File: src/rtl/core/mtsc_pkg.sv
// Shared types and constants for the min-threshold strong-connectivity core.
`default_nettype none

package mtsc_pkg;

    localparam int MAX_NODES_DEFAULT = 64;
    localparam int WEIGHT_W          = 32;
    localparam int THR_W             = 31;
    localparam int CNT_W             = 7;
    localparam int PADDR_W           = 2;
    localparam int DATA_W            = 32;

    localparam logic [THR_W-1:0]   TOP_THRESHOLD    = 31'h7FFF_FFFF;
    localparam logic [CNT_W-1:0]   NODE_COUNT_RESET = 7'd1;
    localparam logic [PADDR_W-1:0] ADDR_NODE_COUNT  = 2'd0;

    typedef enum logic [2:0] {
        ST_IDLE,
        ST_ROUND,
        ST_POP,
        ST_SCAN,
        ST_DRAIN,
        ST_CHECK
    } state_t;

    typedef struct packed {
        logic load;
        logic search_init;
        logic round_start;
        logic walk_start;
        logic walk_rev;
        logic pop;
        logic scan_issue;
        logic pass;
        logic fail;
        logic out_load;
    } cmd_t;

    typedef struct packed {
        logic round_done;
        logic stack_empty;
        logic scan_last;
        logic walk_ok;
        logic rev_phase;
        logic out_free;
    } status_t;

endpackage

`default_nettype wire

File: src/rtl/core/mtsc_ctrl.sv
// Controller state machine: sequences loading, search rounds and graph walks.
`default_nettype none

module mtsc_ctrl (
    input  wire logic             clk,
    input  wire logic             rst_n,
    input  wire logic             in_valid,
    input  wire logic             last_entry,
    input  wire mtsc_pkg::status_t status,
    output mtsc_pkg::cmd_t        cmd,
    output logic                  in_stall
);

    mtsc_pkg::state_t state_reg;
    mtsc_pkg::state_t state_next;

    always_ff @(posedge clk or negedge rst_n)
    begin
        if (!rst_n)
        begin
            state_reg <= mtsc_pkg::ST_IDLE;
        end
        else
        begin
            state_reg <= state_next;
        end
    end

    always_comb
    begin
        state_next = state_reg;
        case (state_reg)
            mtsc_pkg::ST_IDLE:
            begin
                if (in_valid && last_entry)
                begin
                    state_next = mtsc_pkg::ST_ROUND;
                end
            end
            mtsc_pkg::ST_ROUND:
            begin
                if (status.round_done)
                begin
                    if (status.out_free)
                    begin
                        state_next = mtsc_pkg::ST_IDLE;
                    end
                end
                else
                begin
                    state_next = mtsc_pkg::ST_POP;
                end
            end
            mtsc_pkg::ST_POP:
            begin
                state_next = status.stack_empty ? mtsc_pkg::ST_CHECK : mtsc_pkg::ST_SCAN;
            end
            mtsc_pkg::ST_SCAN:
            begin
                if (status.scan_last)
                begin
                    state_next = mtsc_pkg::ST_DRAIN;
                end
            end
            mtsc_pkg::ST_DRAIN:
            begin
                state_next = mtsc_pkg::ST_POP;
            end
            mtsc_pkg::ST_CHECK:
            begin
                if (status.walk_ok && !status.rev_phase)
                begin
                    state_next = mtsc_pkg::ST_POP;
                end
                else
                begin
                    state_next = mtsc_pkg::ST_ROUND;
                end
            end
            default:
            begin
                state_next = mtsc_pkg::ST_IDLE;
            end
        endcase
    end

    always_comb
    begin
        cmd      = '0;
        in_stall = 1'b1;
        case (state_reg)
            mtsc_pkg::ST_IDLE:
            begin
                in_stall        = 1'b0;
                cmd.load        = in_valid;
                cmd.search_init = in_valid && last_entry;
            end
            mtsc_pkg::ST_ROUND:
            begin
                if (status.round_done)
                begin
                    cmd.out_load = status.out_free;
                end
                else
                begin
                    cmd.round_start = 1'b1;
                    cmd.walk_start  = 1'b1;
                    cmd.walk_rev    = 1'b0;
                end
            end
            mtsc_pkg::ST_POP:
            begin
                cmd.pop = !status.stack_empty;
            end
            mtsc_pkg::ST_SCAN:
            begin
                cmd.scan_issue = 1'b1;
            end
            mtsc_pkg::ST_DRAIN:
            begin
                cmd = '0;
            end
            mtsc_pkg::ST_CHECK:
            begin
                if (status.walk_ok && !status.rev_phase)
                begin
                    cmd.walk_start = 1'b1;
                    cmd.walk_rev   = 1'b1;
                end
                else if (status.walk_ok)
                begin
                    cmd.pass = 1'b1;
                end
                else
                begin
                    cmd.fail = 1'b1;
                end
            end
            default:
            begin
                cmd = '0;
            end
        endcase
    end

endmodule

`default_nettype wire

File: config.mk
export PLATFORM = sky130hd
export DESIGN_NAME = mtsc_ctrl
export DESIGN_NICKNAME = d
export VERILOG_FILES = /design/src/rtl/core/mtsc_pkg.sv /design/src/rtl/core/mtsc_ctrl.sv
export SDC_FILE = /design/constraint.sdc
export NUM_CORES = 1
export LEC_CHECK = 0
export BUFFER_PORTS_ARGS = -buffer_cell sky130_fd_sc_hd__buf_2
export CORE_AREA = 2 2 39 41
export DETAILED_ROUTE_END_ITERATION = 6
export DIE_AREA = 0 0 41 43
export GPL_TIMING_DRIVEN = 0
export PLACE_DENSITY = 0.54
export SYNTH_ARGS = -nofsm -noshare
export SYNTH_HDL_FRONTEND = slang
export SYNTH_SLANG_ARGS = --single-unit
export TNS_END_PERCENT = 20
File: constraint.sdc
create_clock -name clk -period 2 [get_ports clk]
set_clock_uncertainty 0.05 [all_clocks]
set_input_delay 0.1 -clock clk [delete_from_list [all_inputs] [get_ports clk]]
set_output_delay 0.1 -clock clk [all_outputs]
set_load 0.02 [all_outputs]
; ---- Word level (Yosys, flattened, before mapping)
; Index checks and enable logic that the tools add are counted.
[op_classes]
reduce_logical = 6
eq_ne = 8
mux = 21
[ops]
columns = op, count
row1 = 2-to-1 mux 3 bit, 6
row2 = one-hot mux 3 bit (6 select lines), 1
row3 = 2-to-1 mux 2 bit, 5
row4 = 2-to-1 mux 1 bit, 8
row5 = equality test 3 x 2 -> 1 bit (second input constant), 2
row6 = equality test 3 bit (second input constant), 2
row7 = != test 2 bit (second input constant), 2
row8 = one-hot mux 2 bit (2 select lines), 1
row9 = equality test 3 x 1 -> 1 bit (second input constant), 1
row10 = zero test 3 bit, 1
row11 = != test 3 bit (second input constant), 1
row12 = AND reduction 3 bit, 1
row13 = logical AND 1 bit, 2
row14 = zero test 1 bit, 2
[totals]
reg_bits = 3
word_cells = 36
input_bits = 10
output_inout_bits = 11

; ---- Logic depth before layout (Yosys ltp)
; Gate-level depths: netlist of run 1.
[depth]
depth_word = 4
depth_mapped = 4
mapped_depth_nobuf = 3

; ---- Worst setup path after synthesis of run 1
; Ideal clock, no wire load.
[synth_timing]
path_kind = register -> output
start = register state_reg[0]
end = output cmd[8] (netlist name)
n_path_buf = 1
slack_ps = 717
path_stages_with_launch = 4
arrival_ps = 1133
required_time_ps = 1850
path_cell_list = dfrtp_1 -> buf_6 -> or3_4 -> nor2_2
[synth_lines]
columns = item, line
row1 = from (decl), mtsc_ctrl.sv:14  ; mtsc_pkg::state_t state_reg;
row2 = from (signal assigned), mtsc_ctrl.sv:21  ; state_reg <= mtsc_pkg::ST_IDLE;
row3 = from (signal assigned), mtsc_ctrl.sv:25  ; state_reg <= state_next;
row4 = to (decl), mtsc_ctrl.sv:10  ; output mtsc_pkg::cmd_t cmd,

==> results.tsv, run 1 <==
stage	metric	value	unit
layout	nNetsFinal	74	
job	drv_cap	0	
logic_synthesis	syn_area_per_cell	7.57	um^2
setup_path	path_class	reg2out	
min_path	holdPathEnd	state_reg[2]$_DFFE_PN0P_	
global_routing	track_usage	8.24	%
routing	drt_first_pass_iters	3	
routing	route.detailed.drc	0	
logic_synthesis	synth_cells	38	
global_routing	grt_pass1_wl	938	um
logic_synthesis	yosysMostFrequentCell	nor2_1	
setup_path	worstPathMaxFanout	7	
setup_path	critPathTopFamily	simple AND/OR/NAND/NOR gates	
setup_path	cp_slowest_cell	dfrtp_1	
logic_synthesis	synthTopCellsByCount	6 x nor2_1, 5 x nand2_1, 3 x dfrtp_1, 3 x nor2b_1, 3 x nor3_1	
sta	setup-violations-final	0	
setup_path	path_buf_inv	1	
sta	worstMarginPinSlew	0.239	ns
routing	avgViaCountPerCell	4.19	
layout	largest_reg_flops	3	
clocking	cts_htree_levels	1	
sta	period_share	76.3	%
setup_path	r2r_start	state_reg[0]$_DFFE_PN0P_	
min_path	worstHoldStart	status[4]	
routing	via_count	331	
logic_synthesis	synthFlopType	dfrtp_1	
global_routing	grt_pass1_vias	255	
sta	hold_violations	0	
clocking	clk_latency	0.23	ns
logic_synthesis	yosysSeqAreaShare	26.1	%
floorplanning	fp-row-count	14	
setup_path	crit_path_start_kind	flop	
clocking	root_buffer	clkbuf_4	
floorplanning	coreArea	1380	um^2
sta	setup_tns	0	ns
power_and_ir_drop	ir_drop	0.295	mV
logic_synthesis	async_flop_share	100	%
logic_synthesis	synth_area_leaders	dfrtp_1 26%, nor2_1 7.8%, nand2_1 6.5%	
min_path	min_path_type	in2reg	
setup_path	reg2reg_slack	0.81	ns
floorplanning	die_area	1760	um^2
place	globalplace.congestion	0.656	
sta	slew_headroom	84.1	%
layout	nFillCells	164	
floorplanning	dieHeight	43	um
run_status	status	complete, no violations	
clocking	clockBufferDepth	2	
global_routing	antenna_found_initial	0	
layout	drive_above_1_share	47.6	%
setup_path	max_stage_delay	0.45	ns
routing	drt.antenna.violating_nets	0	
layout	area_growth	54.3	%
routing	wire_per_inst	8.41	um
layout	fin_util	32.1	%
layout	diodes	0	
setup_path	reg2reg_to	state_reg[0]$_DFFE_PN0P_	
logic_synthesis	syn_nets	48	
setup_path	crit_chain	or3_4, nor2_2, buf_2	
clocking	postCtsSetupBuffers	0	
min_path	worst_hold_path.num_cells	3	
routing	drt-total-wl	664	um
logic_synthesis	synth_seq_cells	3	
setup_path	r2r_cells	4	
layout	final_cell_count_no_fill	79	
routing	first_iter_violations	3	
sta	slew_violations	0	
global_routing	grt_overflow_total	0	
power_and_ir_drop	p_leak	0.241	nW
sta	rsz0062_at_grt	false	
logic_synthesis	synth.distinct_cells	21	
clocking	clkSlewWorstSetupHoldPaths	0.04	ns
global_routing	grt_start_max_net_pins	11	
setup_path	required	1.85	ns
clocking	cts_tree	done	
clocking	cts.sinks	3	
power_and_ir_drop	p_sw_share	44.7	%
clocking	cts_resized	0	
power_and_ir_drop	p_seq_share	19.0	%
place	post-place-cells	74	
setup_path	crit_path_end_kind	primary output	
floorplanning	fp.dieW	41	um
sta	whs	0.123	ns
floorplanning	io-pin-count	21	
power_and_ir_drop	combPwrFrac	62.2	%
sta	fmax	655	MHz
power_and_ir_drop	p_int	0.316	mW
place	hpwlAfterDp	549	um
logic_synthesis	yosysWarningCount	0	
power_and_ir_drop	p_per_area	1290	nW/um^2
logic_synthesis	netlist.top_cell.by_area	dfrtp_1	
clocking	cts_made_buffers	3	
sta	period_minus_slack	1.53	ns
logic_synthesis	synth.top_cell.area_share	26.1	%
floorplanning	initial_core_util	20.8	%
place	port_buffers	20	
logic_synthesis	synth-edff-count	0	
logic_synthesis	syn_area	288	um^2
power_and_ir_drop	switchingPower	0.255	mW
setup_path	worstPathArrival	1.38	ns
power_and_ir_drop	power_frac_clock	18.7	%
==> per-stage QoR <==
stage,setup WS [ns],power (mW),area [um^2]
6_report,0.474,0.571,444
5_1_grt,0.420,0.612,444
4_1_cts,0.460,0.582,444
3_5_place_dp,0.716,0.467,408
3_3_place_gp,0.723,0.467,408
2_1_floorplan,0.717,0.378,288
==> metal layers <==
| metal | share of wire [%] | vias to the layer above | GRT usage, % |
|---|---|---|---|
| li1 | - | 178 | - |
| met1 | 44 | 144 | 9.03 |
| met2 | 50 | 9 | 12.2 |
| met3 | 5.7 | 0 | 3.14 |
| met4 | 0 | 0 | 6.00 |
| met5 | 0 | - | 0 |
==> power by group through the flow <==
stage | logic, mW | registers (mW) | clock network (mW)
3_3_place_gp | 0.358 | 0.109 | 0
5_1_grt | 0.382 | 0.112 | 0.118
4_1_cts | 0.360 | 0.109 | 0.113
2_1_floorplan | 0.274 | 0.104 | 0
6_report | 0.355 | 0.109 | 0.107
3_5_place_dp | 0.357 | 0.110 | 0
==> worst max-delay path by stage <==
stage | start | endpoint | cells after the start | slack [ns]
after floorplan | state_reg[0]$_DFFE_PN0P_ | cmd[8] | 3 | 0.72
after global placement | state_reg[1]$_DFFE_PN0P_ | cmd[8] | 3 | 0.72
after detailed placement | state_reg[1]$_DFFE_PN0P_ | cmd[8] | 3 | 0.72
after CTS | state_reg[1]$_DFFE_PN0P_ | cmd[8] | 3 | 0.46
after global routing | state_reg[1]$_DFFE_PN0P_ | cmd[8] | 3 | 0.42
final | state_reg[1]$_DFFE_PN0P_ | cmd[8] | 3 | 0.47
==> cells in the final DEF, fill, tap and decap left out, drive strengths merged <==
cell / Yosys / layout
buf: 2 / 22
nor2: 8 / 8
nand2: 5 / 5
nor2b: 4 / 4
clkbuf: 0 / 4
nor3: 3 / 3
dfrtp: 3 / 3
nand2b: 2 / 2
and2: 1 / 1
or3: 1 / 1
and3: 1 / 1
a21oi: 1 / 1
inv: 1 / 1
mux2i: 1 / 1
and3b: 1 / 1
a221oi: 1 / 1
o22ai: 1 / 1
a22oi: 1 / 1
o21ai: 1 / 1
dlygate4sd3: 0 / 1
==> timing repair <==
action,4_1_cts,5_1_grt
hold endpoints to repair,3,0
setup endpoints to repair,0,0
hold buffers,1,0
==> worst reg2reg max path, stage by stage (launching register included) <==
cell and delay, ns:
dfrtp_1 0.36, buf_6 0.13, nor2b_2 0.16, a221oi_2 0.24
o22ai_1 0.11
==> logic make-up after synthesis <==
| kind of cell | synth area share, % |
|---|---|
| buf+inv | 7.83 |
| mux | 3.48 |
| compound gates | 13.5 |
| flops | 26.1 |
| simple gates | 49.1 |
==> area by class of cell <==
| type | instances | area [um^2] | share of cell area (%) |
|---|---|---|---|
| inverter | 1 | 3.75 | 0.845 |
| tap | 16 | 20.0 | 4.51 |
| buffer | 2 | 18.8 | 4.23 |
| multi-input combinational | 32 | 190 | 42.8 |
| sequential | 3 | 75.1 | 16.9 |
| clock buffer | 4 | 26.3 | 5.92 |
| timing repair buffer | 21 | 110 | 24.8 |
Note: power is estimated with default switching activity, not from simulation.
==> inputs of run 2 (changes only) <==
--- a/config.mk
+++ b/config.mk
@@ -5,12 +5,13 @@
 export SDC_FILE = /design/constraint.sdc
 export NUM_CORES = 1
 export LEC_CHECK = 0
+export ABC_AREA = 1
 export BUFFER_PORTS_ARGS = -buffer_cell sky130_fd_sc_hd__buf_2
 export CORE_AREA = 2 2 39 41
 export DETAILED_ROUTE_END_ITERATION = 6
 export DIE_AREA = 0 0 41 43
 export GPL_TIMING_DRIVEN = 0
-export PLACE_DENSITY = 0.54
+export PLACE_DENSITY = 0.57
 export SYNTH_ARGS = -nofsm -noshare
 export SYNTH_HDL_FRONTEND = slang
 export SYNTH_SLANG_ARGS = --single-unit
==> constraint.sdc (replaced) <==
create_clock -name clk -period 1.3 [get_ports clk]
set_clock_uncertainty 0.05 [all_clocks]
set_input_delay 0.065 -clock clk [delete_from_list [all_inputs] [get_ports clk]]
set_output_delay 0.065 -clock clk [all_outputs]
set_load 0.02 [all_outputs]
==> results.tsv, run 2 <==
stage	metric	value	unit	change
power_and_ir_drop	power_frac_clock	14.7	%	-4.0 points
logic_synthesis	yosysWarningCount	0		unchanged
logic_synthesis	synth_cells	52		+37%
setup_path	r2r_start	state_reg[0]$_DFFE_PN0P_		
setup_path	r2r_cells	7		+3
global_routing	grt_start_max_net_pins	7		-4
place	pre_cts_ws	0.0981	ns	-0.618 ns
layout	nFillCells	167		+1.8%
setup_path	path_class	reg2out		
sta	fin_ws	-0.0389	ns	-0.513 ns
routing	drt.antenna.violating_nets	0		unchanged
power_and_ir_drop	p_seq_share	19.8	%	+0.8 points
logic_synthesis	syn_nets	62		+29%
logic_synthesis	synthTopCellsByCount	11 x nand2_1, 11 x nor2_1, 9 x inv_1		
layout	final_cell_mix	14 x buf_2, 11 x nand2_1, 8 x inv_1, 7 x nor2_1, 7 x buf_4		
setup_path	worstPathMaxFanout	4		-3
logic_synthesis	synth_area_leaders	dfrtp_1 25%, nand2_1 14%, nor2_1 14%		
layout	seq_area	78.8	um^2	+5.0%
sta	setup-violations-final	1		+1
global_routing	grt_overflow_total	0		unchanged
logic_synthesis	async_flop_share	100	%	unchanged
setup_path	max_stage_delay	0.42	ns	-0.03 ns
sta	hold_violations	0		unchanged
logic_synthesis	synth.top_cell.area_share	24.8	%	-1.3 points
setup_path	required	1.19	ns	-0.66 ns
min_path	worstHoldStart	status[4]		
job	drv_cap	0		unchanged
layout	nNetsFinal	91		+23%
sta	setup_tns	-0.0389	ns	-0.0389 ns
sta	fmax	747	MHz	
run_status	violations	setup timing		
layout	area_growth	72.7	%	
sta	period_share	103	%	
logic_synthesis	syn_area	303	um^2	+5.2%
floorplanning	die_area	1760	um^2	unchanged
clocking	cts_htree_levels	1		unchanged
clocking	cts.sinks	3		unchanged
logic_synthesis	synth-edff-count	0		unchanged
floorplanning	initial_core_util	21.9	%	+1.1 points
global_routing	grt_pass1_wl	1000	um	+6.6%
routing	route.detailed.drc	0		unchanged
setup_path	crit_path_start_kind	flop		
layout	diodes	0		unchanged
min_path	min_path_type	in2reg		
place	port_buffers	20		unchanged
global_routing	track_usage	8.64	%	+0.40 points
floorplanning	fp.dieW	41	um	unchanged
floorplanning	coreArea	1380	um^2	unchanged
power_and_ir_drop	switchingPower	0.542	mW	+110%
logic_synthesis	synth.distinct_cells	12		-43%
power_and_ir_drop	p_leak	0.300	nW	+25%
clocking	cts_made_buffers	3		unchanged
clocking	cts_tree	done		
logic_synthesis	yosysSeqAreaShare	24.8	%	-1.3 points
setup_path	cp_slowest_cell	dfrtp_2		
layout	fin_util	37.8	%	+5.7 points
floorplanning	io-pin-count	21		unchanged
routing	wire_per_inst	7.91	um	-5.9%
min_path	worst_hold_path.num_cells	3		unchanged
setup_path	cp_common_cell	nor2_4		
setup_path	cp-startpoint	state_reg[0]$_DFFE_PN0P_		
logic_synthesis	netlist.top_cell.by_area	dfrtp_1		
clocking	clockBufferDepth	2		unchanged
layout	mostFrequentLayoutCell	buf_2		
place	globalplace.congestion	0.751		+14%
power_and_ir_drop	p_per_area	2090	nW/um^2	+62%
floorplanning	fp-row-count	14		unchanged
setup_path	worstPathArrival	1.22	ns	-0.16 ns
setup_path	reg2reg_slack	0.13	ns	-0.68 ns
power_and_ir_drop	p_int	0.550	mW	+74%
setup_path	cp_num_cells	7		+4
clocking	clkSlewWorstSetupHoldPaths	0.03	ns	about the same
routing	drt-total-wl	759	um	+14%
routing	drt_first_pass_iters	2		-1
logic_synthesis	synthFlopType	dfrtp_1		
logic_synthesis	synth_seq_cells	3		unchanged
routing	avgViaCountPerCell	4.09		-2.3%
global_routing	antenna_found_initial	0		unchanged
setup_path	crit_chain	inv_2, nor2_4, nand2_2, nor2_4, nor2_2, inv_1, buf_6		
global_routing	grt_pass1_vias	295		+16%
power_and_ir_drop	ir_drop	0.959	mV	+220%
power_and_ir_drop	combPwrFrac	65.5	%	+3.3 points
clocking	clk_latency	0.23	ns	about the same
place	hpwlAfterDp	597	um	+8.8%
setup_path	crit_path_end_kind	primary output		
routing	first_iter_violations	1		-2
setup_path	path_buf_inv	3		+2
floorplanning	dieHeight	43	um	unchanged
setup_path	critPathTopFamily	flip-flops		
power_and_ir_drop	p_sw_share	49.6	%	+4.9 points
layout	multi_input_area	201	um^2	+5.9%
run_status	status	finished with violations		
routing	via_count	393		+19%
layout	largest_reg_flops	3		unchanged
sta	rsz0062_at_grt	true		
sta	period_minus_slack	1.34	ns	
sta	slew_headroom	90.6	%	+6.6 points
sta	slew_violations	0		unchanged
clocking	root_buffer	clkbuf_4		
layout	drive_above_1_share	55.0	%	+7.4 points
sta	worstMarginPinSlew	0.139	ns	-0.100 ns
logic_synthesis	syn_area_per_cell	5.82	um^2	-23%
run 2: changes by cell type in the layout (fill, tap and decap cells not counted), sizes merged, moves of 2 or more:
| cell | delta |
|---|---|
| nand3 | +5 |
| nand2 | +9 |
| nor2b | -4 |
| nor3 | -2 |
| nand2b | -2 |
| inv | +10 |
| nor2 | +7 |
run 2: per-stage QoR:
step	power [mW]	instance area (um^2)	hold WS, ns	instances
global route	1.20	523	0.110	96
finish	1.09	523	0.0798	96
CTS	1.07	495	0.0741	96
global placement	0.792	423	-0.187	88
floorplan	0.636	303	-0.281	52
detailed placement	0.801	423	-0.185	88
run 2: final cells by class:
cell class                 count  area share, %
multi-input combinational     38           38.5
timing repair buffer          24           29.7
sequential                     3           15.1
inverter                      11           7.89
clock buffer                   4           5.02
tap                           16           3.83
run 2: worst paths after layout:
| check | end |
|---|---|
| setup / recovery | cmd[6] |
| hold / removal | state_reg[2]$_DFFE_PN0P_ |
| max in group asynchronous | state_reg[2]$_DFFE_PN0P_ |
| setup reg to reg | state_reg[1]$_DFFE_PN0P_ |
| min in group asynchronous | state_reg[1]$_DFFE_PN0P_ |
| hold reg to reg | state_reg[1]$_DFFE_PN0P_ |
run 2: power by group through the flow:
stage                     clock network, mW  logic, mW  registers [mW]
after global placement                    0      0.578           0.213
after global routing                  0.181      0.795           0.225
after floorplan                           0      0.439           0.198
after detailed placement                  0      0.585           0.216
final                                 0.161      0.715           0.216
after CTS                             0.171      0.692           0.211
run 2: timing repair:
item                                    4_1_cts  5_1_grt
pin swaps                                     3        0
setup buffers                                 3        0
endpoints found under the setup margin        9       10
hold endpoints to repair                      3        0
resized for setup                             6       11
hold buffers                                  1        0
run 2: worst register-to-register path, stage by stage, from the launching register on:
cell and delay (ns):
dfrtp_2 0.42, inv_2 0.07, nor2_4 0.04, nand2_2 0.11, nor2_4 0.04, nor2_2 0.12
buf_4 0.12, nand3_1 0.07
run 2: kinds of logic after synthesis:
kind of cell	count (synthesis)	share of synthesized area [%]
and+or+nand+nor	35	56.6
DFF	3	24.8
AOI/OAI and AO/OA	3	4.96
buffers and inverters	11	13.6
run 2: metal layers:
metal | wire length (um) | part of all wire [%] | vias up | GRT usage (%)
met1 | 311 | 41 | 166 | 9.03
met4 | 0 | 0 | 0 | 2.00
met5 | 0 | 0 | - | 0
met2 | 378 | 50 | 14 | 13.4
met3 | 69 | 9.1 | 0 | 6.28
li1 | - | - | 213 | -
